===== src/hgcd_pkg.sv =====
`timescale 1ns / 1ps
// Package for the haversine distance pipeline: formats, CORDIC tables and
// rounding tables. No dependencies.
package hgcd_pkg;

   localparam int FRAC_BITS    = 16;
   localparam int CORDIC_STEPS = 20;
   localparam int SQRT_STEPS   = 31;

   // Sphere radius after reset, whole km
   localparam logic [15:0] RADIUS_RESET = 16'd6371;

   // Degree to phase: |v| * 2^(29-F) / 45, rounded half up
   localparam int          PH_SHIFT = 29 - FRAC_BITS;
   localparam logic [24:0] RECIP45  = 25'd23860930;   // ceil(2^30 / 45)

   // CORDIC constants (Q30, one turn = 2^32)
   localparam logic signed [33:0] CORDIC_GAIN = 34'sd652032874;
   localparam logic signed [33:0] ONE_Q30     = 34'sd1073741824;
   localparam logic [31:0] FOUR_PI_Q28 = 32'd3373259426;

   // Final scaling
   localparam int          D_SHIFT = 30 - FRAC_BITS;
   localparam logic [48:0] D_ROUND = 49'd1 << (29 - FRAC_BITS);

   typedef logic [31:0]        phase_type;
   typedef logic signed [31:0] cos_type;
   typedef logic signed [33:0] cord_type;
   typedef logic [30:0]        q30_type;
   typedef logic [31:0]        rnd_tbl_type [45];

   localparam logic [31:0] ATAN_TURNS [32] = '{
      32'd536870912, 32'd316933406, 32'd167458907, 32'd85004756, 32'd42667331,
      32'd21354465, 32'd10679838, 32'd5340245, 32'd2670163, 32'd1335087,
      32'd667544, 32'd333772, 32'd166886, 32'd83443, 32'd41722, 32'd20861,
      32'd10430, 32'd5215, 32'd2608, 32'd1304, 32'd652, 32'd326, 32'd163,
      32'd81, 32'd41, 32'd20, 32'd10, 32'd5, 32'd3, 32'd1, 32'd1, 32'd0
   };

   // Rounded fraction of a turn for remainders 0..44 of |v| / 45
   function automatic rnd_tbl_type build_rnd_tbl();
      rnd_tbl_type t;
      for (int i = 0; i < 45; i++) begin
         t[i] = 32'(((longint'(i) << (30 - FRAC_BITS)) + 45) / 90);
      end
      return t;
   endfunction

   localparam rnd_tbl_type RND_TBL = build_rnd_tbl();

endpackage


===== src/hgcd_phase.sv =====
`timescale 1ns / 1ps
// Degrees (signed, FRAC_BITS fraction bits) to a 32-bit turn phase, two stages.
// Depends on hgcd_pkg.
module hgcd_phase (
   input  logic               clock,
   input  logic               reset,
   input  logic               advance,
   input  logic               in_valid,
   input  logic signed [24:0] in_angle,
   output logic               out_valid,
   output hgcd_pkg::phase_type out_phase
);
   import hgcd_pkg::*;

   logic [24:0] mag_in, mag_ff;
   logic [49:0] prod_in, prod_ff;
   logic        neg_ff;
   logic        vld_ff;
   logic [19:0] quo;
   logic [24:0] rem_full;
   logic [5:0]  rem;
   phase_type   mag_ph;
   phase_type   phase_in, phase_ff;
   logic        out_vld_ff;

   // Stage 1: magnitude and reciprocal multiply for |v| / 45
   always_comb begin
      mag_in  = in_angle[24] ? 25'(-in_angle) : 25'(in_angle);
      prod_in = 50'(mag_in) * 50'(RECIP45);
   end

   always_ff @(posedge clock) begin
      if (advance) begin
         mag_ff  <= mag_in;
         prod_ff <= prod_in;
         neg_ff  <= in_angle[24];
      end
   end

   // Stage 2: quotient, remainder, rounded table fraction, sign
   always_comb begin
      quo      = prod_ff[49:30];
      rem_full = mag_ff - 25'(quo) * 25'd45;
      rem      = rem_full[5:0];
      mag_ph   = 32'(52'(quo) << PH_SHIFT) + RND_TBL[rem];
      phase_in = neg_ff ? 32'(-mag_ph) : mag_ph;
   end

   always_ff @(posedge clock) begin
      if (advance) begin
         phase_ff <= phase_in;
      end
   end

   always_ff @(posedge clock) begin
      if (reset) begin
         vld_ff     <= 1'b0;
         out_vld_ff <= 1'b0;
      end else if (advance) begin
         vld_ff     <= in_valid;
         out_vld_ff <= vld_ff;
      end
   end

   assign out_valid = out_vld_ff;
   assign out_phase = phase_ff;
endmodule


===== config.mk =====
export PLATFORM = sky130hd
export DESIGN_NAME = hgcd_phase
export DESIGN_NICKNAME = d
export VERILOG_FILES = /design/src/hgcd_pkg.sv /design/src/hgcd_phase.sv
export SDC_FILE = /design/constraint.sdc
export NUM_CORES = 1
export LEC_CHECK = 0
export ABC_AREA = 0
export ABC_CLOCK_PERIOD_IN_PS = 15050
export BUFFER_PORTS_ARGS = -buffer_cell sky130_fd_sc_hd__buf_2
export CORE_MARGIN = 5
export CORE_UTILIZATION = 45
export CTS_CLUSTER_DIAMETER = 60
export DETAILED_ROUTE_END_ITERATION = 12
export GPL_ROUTABILITY_DRIVEN = 0
export REMOVE_ABC_BUFFERS = 1
export SETUP_SLACK_MARGIN = 0.2
export SYNTH_ARGS = -nofsm -noshare
export SYNTH_HDL_FRONTEND = slang
export SYNTH_SLANG_ARGS = --single-unit

===== constraint.sdc =====
create_clock -name clock -period 15.05 [get_ports clock]
set_input_delay 1.505 -clock clock [delete_from_list [all_inputs] [get_ports clock]]
set_output_delay 1.505 -clock clock [all_outputs]
set_load 0.02 [all_outputs]

Word-level counts from Yosys, hierarchy flattened
Memory sizes are Yosys's and may differ from the RTL's.
Cells that the tools add are included.

operators by class
  multiplexer cells = 4
  magnitude comparators = 1
  bitwise operators = 1
  $mul = 2
  add/subtract/negate cells = 4

operators by type and width
  kind                      count
  $mux W32                  3
  $mul A25 B24 Y49 const B  1
  $add A32 B32 Y32          1
  $neg A32 Y32              1
  $mux W25                  1
  $neg A25 Y25              1
  $mul A20 B6 Y6 const B    1
  $ge A7 B7 Y1 const B      1
  $not A6 Y7                1
  $sub A6 B6 Y6             1

storage, ports and cells
  ROM bits = 2048
  output and inout bits = 33
  memories = 1
  flip-flop bits (word level) = 90
  input port bits = 29
  logic and storage cells = 19

memory list
  name              depth  bits a word  rd ports  clocked after memory_dff  wr ports  line              RTL
  (name not given)  64     32           1         0                         0         hgcd_phase.sv:45  mag_ph = 32'(52'(quo) << PH_SHIFT) + RND_TBL[rem];

Depth between registers and ports, before layout
  word-level depth = 9
  depth in mapped cells = 30

Worst setup path before layout
Ideal clock, no wire load.

  kind = input to register
  start point = input port in_angle[6]
  end point = register prod_ff[46] (data pin)
  setup time = 0.135 ns
  stages = 27
  arrival time = 9.421 ns
  path slack = 5.494 ns
  cell sequence = or4_1 -> or3_1 -> nand2b_1 -> or4_1 -> o41a_1 -> xor2_1 -> ha_1 -> fa_1 -> inv_1 -> fa_1 -> inv_1 -> fa_1 -> fa_1 -> fa_1 -> inv_1 -> fa_1 -> inv_1 -> ha_1 -> a21o_1 -> a21oi_1 -> a31oi_1 -> o31ai_1 -> a2bb2oi_1 -> a21o_1 -> a21oi_1 -> or4_1 -> nand3_1

on the way
  word-level cells in the longest chain between the ends = 3

ends and longest elaborated chain
  element               line              RTL
  start, declared       hgcd_phase.sv:9   input logic signed [24:0] in_angle,
  $neg A25 Y25          hgcd_phase.sv:28  mag_in = in_angle[24] ? 25'(-in_angle) : 25'(in_angle);
  $mux W25 *            hgcd_phase.sv:28
  $mul A25 B24 Y49 *    hgcd_phase.sv:29  prod_in = 50'(mag_in) * 50'(RECIP45);
  net prod_in[46]       hgcd_phase.sv:16  logic [49:0] prod_in, prod_ff;
  end signal, assigned  hgcd_phase.sv:35  prod_ff <= prod_in;
  end, declared         hgcd_phase.sv:16

The timed path passes the listed nets; every way through them passes the cells marked *.
A chain may end at the register's enable or synchronous reset.

Final worst setup path
Ends and elaborated chain as after synthesis.

==> flow_metrics.tcl <==
set metrics [dict create \
    r2r-start "prod_ff[30]" \
    syn_area_per_cell_um2 9.89 \
    yosysTopAreaCellShare 0.274 \
    synth.most_common_cell "inv_1" \
    yosysTopAreaCell "fa_1" \
    ff_latch_area_mm2 0.00178 \
    worstPathArrival_ps 10390 \
    r2r_cells 17 \
    antenna_found_initial 0 \
    dp_hpwl_um 26700 \
    cts_hold_buf 0 \
    r2r-end "out_phase[16]" \
    critPathBufInv 5 \
    cp-start-kind "primary input" \
    grt_overflow 0 \
    worst_hold_slack_ps 502 \
    multi_input_area_mm2 0.0101 \
    hold_class "flip-flop to flip-flop" \
    ant_nets 0 \
    ff2ff_setup_slack_ps 9020 \
    yosysUniqueCellTypes 78 \
    async_reset_ff_frac 0 \
    design_area_mm2 0.0144 \
    period_needed_ps 10190 \
    layout-drive-gt1-share 0.0803 \
    viasPerCell 5.13 \
    clockRootBuffer "clkbuf_16" \
    fillers 2849 \
    crit_family "adder cells" \
    cts_tree "yes" \
    cp_max_fo 5 \
    grt_pass1_wl_um 52000 \
    min_period_over_period 0.677 \
    rows 63 \
    synth_area_leaders "fa_1 (27%), ha_1 (24%), edfxtp_1 (13%), inv_1 (10%), xnor2_1 (4.5%)" \
    fmax_mhz 98.2 \
    htreeDepth 3 \
    coreArea_mm2 0.0295 \
    post_cts_buffers 0 \
    cts.sinks 60 \
    drv_slew 0 \
    first_pass_iters 5 \
    wl_per_cell_um 17.0 \
    io_pins 62 \
    die_y_um 182 \
    rsz0062_at_grt "false" \
    cp.depth 28 \
    grt_usage 0.195 \
    slowest_delay_ps 560 \
    die_w_um 182 \
    cpMostUsedCell "fa_1" \
    max_slew_margin 0.267 \
    first_iter_violations 679 \
    cp-end-kind "flip-flop" \
    diodes 0 \
    slowest_stage "or4_1" \
    crit_path_end "prod_ff[46]" \
    layout.nets 1882 \
    numCtsBuffers 9 \
    ys_seq_area_frac 0.133 \
    clk_path_buf_depth 2 \
    start_util 0.453 \
    worst_ep_required_time_ps 15250 \
    crit_path_start "in_angle[6]" \
    path_clk_slew_ps 60 \
    routed_wirelength_um 30700 \
    grt_max_degree 61 \
    synth_ff_type "edfxtp_1" \
    fin_skew_ps 10.4 \
    port_buffers 61 \
    synthTopCellsByCount "inv_1 (368), ha_1 (256), fa_1 (183)" \
    hold_viol 0 \
    first_global_vias 9992 \
    post_cts_resized 0 \
    maxCapViolCount 0 \
    netlist_area_mm2 0.0134 \
    synth_edf_count 58 \
    worstMarginPinSlew_ps 1100 \
    criticalPathCategory "primary input to flip-flop" \
    synthToLayoutAreaGrowth_pct 7.99 \
    die-area_mm2 0.0332 \
    drc 0 \
    setup_viol 0 \
    finalSetupTns_ps 0 \
    status "complete, no violations" \
    vias 9289 \
    clk_latency_ps 330 \
    synth-seq-cells 60 \
    placed_area_mm2 0.0141 \
    synth_warnings 0 \
    synth_cells 1350 \
]
==> sequential cells by signal, indices dropped and copies added (netlist names) <==
name,flops
mag_ff,6
neg_ff,1
out_phase,32
out_valid,1
prod_ff,19
vld_ff,1
==> worst reg2reg max path: stages (launching register included) <==
cell,delay (ps)
edfxtp_1,560
inv_1,150
ha_1,310
xnor2_1,190
xnor2_1,160
inv_1,60
ha_1,180
or2_2,300
fa_1,650
ha_1,790
nor2_1,170
o21bai_1,200
mux4_2,470
mux2i_2,410
o211ai_2,300
nand4b_4,310
o41ai_1,350
xnor2_1,180
==> logic make-up after synthesis <==
kind of cell / synth area share
muxes: 0.0129
DFF: 0.133
xor gates and xnor gates: 0.0612
buffers and inverters: 0.109
AOI/OAI and AO/OA: 0.0982
adders and majority gates: 0.514
and+or+nand+nor: 0.0711
==> cells in the final DEF, fill, tap and decap left out, types with 6 or more instances in the layout <==
master / count
nand2_1: 50
xnor2_1: 69
a21oi_1: 36
buf_4: 9
o211ai_1: 6
or3_1: 6
nand4_1: 8
a31oi_1: 7
xor2_1: 18
mux2i_1: 8
o21a_1: 6
inv_1: 368
fa_1: 183
o21ai_0: 32
clkbuf_16: 9
a21o_1: 23
o31ai_1: 9
nand3_1: 13
edfxtp_1: 58
ha_1: 256
nand2b_1: 9
or4_1: 7
nor3_1: 11
nor2_1: 37
nor2b_1: 8
buf_2: 61
==> worst min-delay path by stage <==
stage / startpoint / end / slack [ps] / cells after the start
finish: vld_ff / vld_ff / 500 / 2
CTS: vld_ff / vld_ff / 510 / 2
detailed placement: vld_ff / vld_ff / 500 / 2
floorplan: vld_ff / vld_ff / 460 / 2
global placement: out_valid / out_valid / 470 / 2
global route: out_valid / out_valid / 560 / 2
==> area by class of cell <==
class	instances	share of cell area
Timing Repair Buffer	70	0.0259
Clock inverter	7	0.00356
Inverter	369	0.0960
Tap cell	390	0.0338
Clock buffer	9	0.0156
Sequential cell	60	0.124
Multi-Input combinational cell	904	0.702
==> layer usage <==
| metal | share of wire | vias up | global-route usage |
|---|---|---|---|
| met3 | 0.044 | 33 | 0.0267 |
| met4 | 0.016 | 0 | 0.0345 |
| met5 | 0 | - | 0 |
| met2 | 0.49 | 211 | 0.341 |
| li1 | - | 4523 | - |
| met1 | 0.45 | 4522 | 0.264 |
==> stage by stage <==
step	cells	utilization	setup slack, ps
floorplan	1333	-	5490
global placement	1793	0.480	4700
detailed placement	1793	0.480	4530
CTS	1809	0.489	4840
global route	1809	0.489	4400
finish	1809	0.489	4860
Power is left out: the tool's default activity adds up to more than one toggle a clock period on the data nets, which glitch-free logic cannot reach.
