--- config.mk ---
export PLATFORM = sky130hd
export DESIGN_NAME = hgcd_isqrt
export DESIGN_NICKNAME = d
export VERILOG_FILES = /design/src/hgcd_pkg.sv /design/src/hgcd_isqrt.sv
export SDC_FILE = /design/constraint.sdc
export NUM_CORES = 2
export LEC_CHECK = 0
export BUFFER_PORTS_ARGS = -buffer_cell sky130_fd_sc_hd__buf_2
export CAP_MARGIN = 20
export CORE_MARGIN = 1.5
export CORE_UTILIZATION = 40
export CTS_CLUSTER_SIZE = 30
export DETAILED_ROUTE_END_ITERATION = 10
export PLACE_DENSITY = 0.56
export SYNTH_ARGS = -nofsm -noshare
export SYNTH_HDL_FRONTEND = slang
export SYNTH_SLANG_ARGS = --single-unit
--- constraint.sdc ---
create_clock -name clock -period 4.55 [get_ports clock]
set_input_delay 0.91 -clock clock [delete_from_list [all_inputs] [get_ports clock]]
set_output_delay 0.91 -clock clock [all_outputs]
set_load 0.01 [all_outputs]
--- src/hgcd_pkg.sv ---
`timescale 1ns / 1ps
// Package for the haversine distance pipeline: formats, CORDIC tables and
// rounding tables. No dependencies.
package hgcd_pkg;

   localparam int FRAC_BITS    = 16;
   localparam int CORDIC_STEPS = 20;
   localparam int SQRT_STEPS   = 31;

   // Sphere radius after reset, whole km
   localparam logic [15:0] RADIUS_RESET = 16'd6371;

   // Degree to phase: |v| * 2^(29-F) / 45, rounded half up
   localparam int          PH_SHIFT = 29 - FRAC_BITS;
   localparam logic [24:0] RECIP45  = 25'd23860930;   // ceil(2^30 / 45)

   // CORDIC constants (Q30, one turn = 2^32)
   localparam logic signed [33:0] CORDIC_GAIN = 34'sd652032874;
   localparam logic signed [33:0] ONE_Q30     = 34'sd1073741824;
   localparam logic [31:0] FOUR_PI_Q28 = 32'd3373259426;

   // Final scaling
   localparam int          D_SHIFT = 30 - FRAC_BITS;
   localparam logic [48:0] D_ROUND = 49'd1 << (29 - FRAC_BITS);

   typedef logic [31:0]        phase_type;
   typedef logic signed [31:0] cos_type;
   typedef logic signed [33:0] cord_type;
   typedef logic [30:0]        q30_type;
   typedef logic [31:0]        rnd_tbl_type [45];

   localparam logic [31:0] ATAN_TURNS [32] = '{
      32'd536870912, 32'd316933406, 32'd167458907, 32'd85004756, 32'd42667331,
      32'd21354465, 32'd10679838, 32'd5340245, 32'd2670163, 32'd1335087,
      32'd667544, 32'd333772, 32'd166886, 32'd83443, 32'd41722, 32'd20861,
      32'd10430, 32'd5215, 32'd2608, 32'd1304, 32'd652, 32'd326, 32'd163,
      32'd81, 32'd41, 32'd20, 32'd10, 32'd5, 32'd3, 32'd1, 32'd1, 32'd0
   };

   // Rounded fraction of a turn for remainders 0..44 of |v| / 45
   function automatic rnd_tbl_type build_rnd_tbl();
      rnd_tbl_type t;
      for (int i = 0; i < 45; i++) begin
         t[i] = 32'(((longint'(i) << (30 - FRAC_BITS)) + 45) / 90);
      end
      return t;
   endfunction

   localparam rnd_tbl_type RND_TBL = build_rnd_tbl();

endpackage

--- src/hgcd_isqrt.sv ---
`timescale 1ns / 1ps
// Pipelined floor square root of a Q30 value shifted left by 30, one result
// bit per stage. Depends on hgcd_pkg.
module hgcd_isqrt (
   input  logic              clock,
   input  logic              reset,
   input  logic              advance,
   input  logic              in_valid,
   input  hgcd_pkg::q30_type in_val,
   output logic              out_valid,
   output hgcd_pkg::q30_type out_root
);
   import hgcd_pkg::*;

   logic [60:0] v_ff [SQRT_STEPS];
   logic [61:0] r_ff [SQRT_STEPS];
   logic        vld_ff [SQRT_STEPS];

   for (genvar k = 0; k < SQRT_STEPS; k++) begin : g_bit
      localparam logic [61:0] BIT = 62'd1 << (60 - 2 * k);
      logic [60:0] v_src, v_in;
      logic [61:0] r_src, r_in, trial;
      if (k == 0) begin : g_first
         assign v_src = {in_val, 30'd0};
         assign r_src = '0;
      end else begin : g_next
         assign v_src = v_ff[k-1];
         assign r_src = r_ff[k-1];
      end
      always_comb begin
         trial = r_src + BIT;
         if (62'(v_src) >= trial) begin
            v_in = v_src - 61'(trial);
            r_in = (r_src >> 1) + BIT;
         end else begin
            v_in = v_src;
            r_in = r_src >> 1;
         end
      end
      always_ff @(posedge clock) begin
         if (advance) begin
            v_ff[k] <= v_in;
            r_ff[k] <= r_in;
         end
      end
   end

   always_ff @(posedge clock) begin
      if (reset) begin
         for (int k = 0; k < SQRT_STEPS; k++) vld_ff[k] <= 1'b0;
      end else if (advance) begin
         vld_ff[0] <= in_valid;
         for (int k = 1; k < SQRT_STEPS; k++) vld_ff[k] <= vld_ff[k-1];
      end
   end

   assign out_valid = vld_ff[SQRT_STEPS-1];
   assign out_root  = r_ff[SQRT_STEPS-1][30:0];
endmodule

After elaboration in Yosys (flattened, before gate mapping)

Memories as Yosys holds them, arrays and structs flattened.
Cells that the tools add are included.
W data, S select, Z words.

Flip-flop bits (word level): 0
Word-level logic and storage cells: 255
Output and inout port bits: 32
Input port bits: 35
Memories kept: 3
Bits in writable memories: 3844

Memory list:

| name   | words | width | read ports | clocked after memory_dff | write ports | line             | RTL |
|---|---|---|---|---|---|---|---|
| r_ff   | 31    | 62    | 31         | 0                        | 31          | hgcd_isqrt.sv:16 | `logic [61:0] r_ff [SQRT_STEPS];` |
| v_ff   | 31    | 61    | 30         | 0                        | 31          | hgcd_isqrt.sv:15 | `logic [60:0] v_ff [SQRT_STEPS];` |
| vld_ff | 31    | 1     | 31         | 0                        | 31          | hgcd_isqrt.sv:17 | `logic vld_ff [SQRT_STEPS];` |

Magnitude comparators: 31
Bitwise gates (word level): 31
Mux-type cells: 99
$add $sub $neg: 91

Operators by type and width:

| kind                     | number |
|---|---|
| $mux W61                 | 32 |
| $ge A61 B62 Y1           | 30 |
| $mux W62                 | 30 |
| $sub A61 B61 Y61         | 30 |
| $add A61 B1 Y62 const B  | 1 |
| $add A61 B11 Y62 const B | 1 |
| $add A61 B13 Y62 const B | 1 |
| $add A61 B15 Y62 const B | 1 |
| $add A61 B17 Y62 const B | 1 |
| $add A61 B19 Y62 const B | 1 |
| $add A61 B21 Y62 const B | 1 |
| $add A61 B23 Y62 const B | 1 |
| $add A61 B25 Y62 const B | 1 |
| $add A61 B27 Y62 const B | 1 |
| $add A61 B29 Y62 const B | 1 |
| $add A61 B3 Y62 const B  | 1 |
| $add A61 B31 Y62 const B | 1 |
| $add A61 B33 Y62 const B | 1 |
| $add A61 B35 Y62 const B | 1 |
| $add A61 B37 Y62 const B | 1 |
| $add A61 B39 Y62 const B | 1 |
| $add A61 B41 Y62 const B | 1 |
| $add A61 B43 Y62 const B | 1 |
| $add A61 B45 Y62 const B | 1 |
| 44 further kinds         | 110 |

Depth between registers and ports, before layout

Depth after elaboration: 4
Mapped depth: 15
Gate-level depth less buffers: 14

Least setup slack after synthesis

No wires, ideal clock.

Path type: register -> register
From: memory v_ff[12][39], in the netlist v_ff[0][771]
To: memory v_ff[13][54], in the netlist v_ff[0][847], data pin
Data required time: 4284 ps
Library setup time: 266 ps
Buffers on the path: 1
Period minus slack after synthesis: 3495 ps
Arrival: 3229 ps
Slack: 1055 ps
Stages on the path, launching flop included: 12
Path through: edfxtp_1 -> ha_1 -> a21o_1 -> a21oi_1 -> o21bai_1 -> a2111oi_0 -> o22ai_1 -> or2_2 -> or4b_1 -> clkbuf_1 -> nor3_1 -> xor2_1

RTL lines:

| what            | line |
|---|---|
| start, declared | hgcd_isqrt.sv:15 |

==> flow_metrics.tcl <==
set metrics [dict create \
    status "finished, final reports clean" \
    initial_utilization 0.403 \
    power.share.sequential 0.445 \
    tritoncts "done" \
    pin_count_of_the_biggest_net_entering_global_routing 141 \
    power.total_uw 49100 \
    grt_pass1_vias 56500 \
    rsz0062_at_grt "no" \
    post-route-min-period_ns 4.15 \
    gp_routability_congestion 0.890 \
    depth_of_the_cts_h_tree 4 \
    totalWireLength_um 206000 \
    setup_viol 0 \
    worst-path-buf-inv 0 \
    clock_insertion_delay_worst_skew_ns 0.82 \
    post_cts.resized_instances 0 \
    core-area_um2 217000 \
    critical_path.reg2reg.endpoint "v_ff[1][483]$_DFFE_PP_" \
    pwr-share-comb 0.247 \
    netlist-cell-type-count 88 \
    clock_skew_ns 0.0672 \
    placedCellCount 10400 \
    post_synthesis_mean_instance_area_um2 11.6 \
    worstMarginPinSlew_ns 1.09 \
    overall_fraction_of_global_route_tracks_in_use 0.183 \
    critical_path.top_delay_family "compound AO/OA/AOI/OAI gates" \
    pwr-share-clk 0.309 \
    path_max_fanout 7 \
    slew_violations 0 \
    timing.final.hold_violations 0 \
    rrSetupSlack_ns 0.40 \
    cts_hold_repair.buffers 0 \
    die-area_um2 221000 \
    postSynth.topFlopCell "sky130_fd_sc_hd__edfxtp_1" \
    switching_power_of_the_nets_uw 15200 \
    cts_sinks 1653 \
    final.period_utilization 0.912 \
    worstRegToRegCells 11 \
    power_leakage_uw 0.0374 \
    drc 0 \
    synthCells 7537 \
    internal_power_uw 33900 \
    count_of_flip_flops_with_a_built_in_enable_after_synthesis 1653 \
    clk_pin_slew_worst_setup_hold_paths_ns 0.06 \
    flow.area_growth_from_synthesis_pct 11.9 \
    overflow 0 \
    timing.hold.worst_path_depth 1 \
    worst-setup-path-type "flop to flop" \
    cp_slowest_stage_delay_ns 0.46 \
    cp_cell_sequence "ha_1 -> fa_1 -> a21oi_1 -> o211ai_1 -> a2111oi_0 -> nor2_1 -> a21bo_2 -> a311oi_1 -> nand2_1 -> nor4_1 -> xor2_1" \
    buffer_ports.inserted 66 \
    drt_pre_antenna_iters 5 \
    dp.final_hpwl_um 154000 \
    sw_frac_of_total 0.310 \
    worstReg2RegStart "v_ff[1][382]$_SDFFCE_PP0P_" \
    post_route_cells_drive_above_1_share 0.0740 \
    grt_pass1_wl_um 323000 \
    ys_seq_elements 1653 \
    drt-wirelength-per-cell_um 19.2 \
    clk_path_buf_depth 3 \
    synth.top_cells.by_area "sky130_fd_sc_hd__edfxtp_1 57%, sky130_fd_sc_hd__ha_1 7.1%, sky130_fd_sc_hd__xnor2_1 3.9%" \
    synth_area_leader_cell "sky130_fd_sc_hd__edfxtp_1" \
    die_w_um 471 \
    synthesized_cell_area_um2 87400 \
    ys_async_sr_fraction 0 \
    tritoncts.num_buffers 181 \
    start_kind "flop" \
    die_h_um 471 \
    endpoint_kind "flop" \
    max_slew_margin 0.265 \
    cap_violations 0 \
    synth_top_cell_area_share 0.568 \
    power.ir.vdd_worst_v 0.000371 \
    io-pin-count 67 \
    routed-via-count 57400 \
    buffer_count_from_post_cts_setup_fixing 0 \
    finalNonFillerCells 10700 \
    core.rowCount 171 \
    yosysSeqAreaShare 0.568 \
    fin_nets 8251 \
    cts_root_buf "sky130_fd_sc_hd__clkbuf_16" \
    min_to "v_ff[0][30]$_DFFE_PP_" \
    timing.critical_path.required_ns 5.05 \
    yosysMostFrequentCell "sky130_fd_sc_hd__edfxtp_1" \
    worst_hold_path_type "primary input to flop" \
    initial_antenna_violation_count 1 \
    power_density_nw_per_um2 502 \
    finalSetupTns_ns 0 \
    detail_route.vias_per_cell 5.36 \
    hold-worst-slack_ns 0.259 \
    timing.fmax_mhz 241 \
    fill_cells 19700 \
    min_from "in_val[0]" \
    synth_fp_nets 8081 \
    ant_nets 0 \
    ys_top_cells_by_count "1653 x sky130_fd_sc_hd__edfxtp_1, 630 x sky130_fd_sc_hd__inv_1, 574 x sky130_fd_sc_hd__nand2_1" \
    detail_route.iter0.violations 3924 \
    yosys_warnings 0 \
    cell_with_the_biggest_individual_delay_on_the_critical_path "sky130_fd_sc_hd__edfxtp_1" \
    timing.critical_path.arrival_ns 4.65 \
]
per-stage QoR:
stage	util	cell area, um^2	worst slack, ns
after floorplan	-	87400	1.06
after global placement	0.422	91600	0.248
after detailed placement	0.422	91600	0.298
after CTS	0.450	97800	0.276
after global routing	0.450	97800	0.0320
final	0.450	97800	0.402
final cells by class:
class	instances	area, um^2	share of cell area
Tap cell	2854	3570	0.0365
Inverter	633	2380	0.0243
Antenna cell	1	2.50	0.0000256
Clock inverter	124	1520	0.0156
Sequential cell	1653	49600	0.507
Clock buffer	212	4650	0.0475
Multi-Input combinational cell	5092	34900	0.356
Timing Repair Buffer	146	1200	0.0122
worst max-delay path by stage:
stage          depth (start not counted)  slack [ns]                endpoint                  startpoint
2_1_floorplan                         11        1.06  v_ff[0][847]$_DFFE_PP_      v_ff[0][771]$_DFFE_PP_
3_3_place_gp                          11        0.25  v_ff[1][844]$_DFFE_PP_  v_ff[1][736]$_SDFFCE_PP0P_
3_5_place_dp                          11        0.30  v_ff[1][844]$_DFFE_PP_  v_ff[1][736]$_SDFFCE_PP0P_
4_1_cts                               11        0.28  v_ff[1][844]$_DFFE_PP_  v_ff[1][736]$_SDFFCE_PP0P_
5_1_grt                               11        0.03  v_ff[1][483]$_DFFE_PP_  v_ff[1][382]$_SDFFCE_PP0P_
6_report                              11        0.40  v_ff[1][483]$_DFFE_PP_  v_ff[1][382]$_SDFFCE_PP0P_
layer usage:
metal | up-vias | track usage | wire length, um
li1 | 28100 | - | -
met4 | 0 | 0.0504 | 5020
met5 | - | 0 | 0
met1 | 27800 | 0.247 | 94200
met3 | 279 | 0.0242 | 8310
met2 | 1204 | 0.309 | 98500
sequential cells by signal (all words and copies together), names as in the netlist:
signal	count
v_ff	1126
r_ff	496
vld_ff	31
placed cells by master, fill, tap and decap left out, types with 93 or more instances in the layout:
master / Yosys / final
sky130_fd_sc_hd__ha_1: 494 / 494
sky130_fd_sc_hd__a21o_1: 234 / 233
sky130_fd_sc_hd__nor4_1: 154 / 153
sky130_fd_sc_hd__inv_1: 630 / 630
sky130_fd_sc_hd__a21oi_1: 457 / 457
sky130_fd_sc_hd__nand4_1: 93 / 93
sky130_fd_sc_hd__clkbuf_16: 0 / 181
sky130_fd_sc_hd__nand3_1: 109 / 109
sky130_fd_sc_hd__edfxtp_1: 1653 / 1653
sky130_fd_sc_hd__nand2_1: 574 / 574
sky130_fd_sc_hd__or3_1: 100 / 100
sky130_fd_sc_hd__xnor2_1: 393 / 393
sky130_fd_sc_hd__o21ai_0: 445 / 444
sky130_fd_sc_hd__nor3_1: 201 / 198
sky130_fd_sc_hd__nor2_1: 454 / 453
sky130_fd_sc_hd__xor2_1: 343 / 343
logic make-up (layout without fill, tap and decap cells):
family                   count (synthesis)  after routing  share of synthesized area
XOR/XNOR                               736            736                     0.0737
AO/OA/AOI/OAI                         1640           1640                      0.118
flip-flops                            1653           1653                      0.568
AND/OR/NAND/NOR                       2113           2113                      0.121
buffers and inverters                  792           1115                     0.0343
adder cells (fa/ha/maj)                509            509                     0.0741
other                                    1              2                  0.0000429
multiplexers                            93             93                     0.0118
worst reg2reg max path, stage by stage, from the launching register on:
cell and delay (ns):
sky130_fd_sc_hd__edfxtp_1 0.46, sky130_fd_sc_hd__ha_1 0.26, sky130_fd_sc_hd__fa_1 0.41, sky130_fd_sc_hd__a21oi_1 0.34, sky130_fd_sc_hd__o211ai_1 0.22, sky130_fd_sc_hd__a2111oi_0 0.45
sky130_fd_sc_hd__nor2_1 0.22, sky130_fd_sc_hd__a21bo_2 0.27, sky130_fd_sc_hd__a311oi_1 0.44, sky130_fd_sc_hd__nand2_1 0.30, sky130_fd_sc_hd__nor4_1 0.37, sky130_fd_sc_hd__xor2_1 0.11
power groups by stage:
stage | Clock [uW] | Sequential (uW) | Combinational (uW)
floorplan | 0 | 21200 | 9060
global placement | 0 | 22200 | 11900
detailed placement | 0 | 22200 | 12000
CTS | 15600 | 21900 | 12100
global route | 16100 | 22100 | 13500
finish | 15200 | 21900 | 12100
Note: power is estimated with default switching activity, not from simulation.
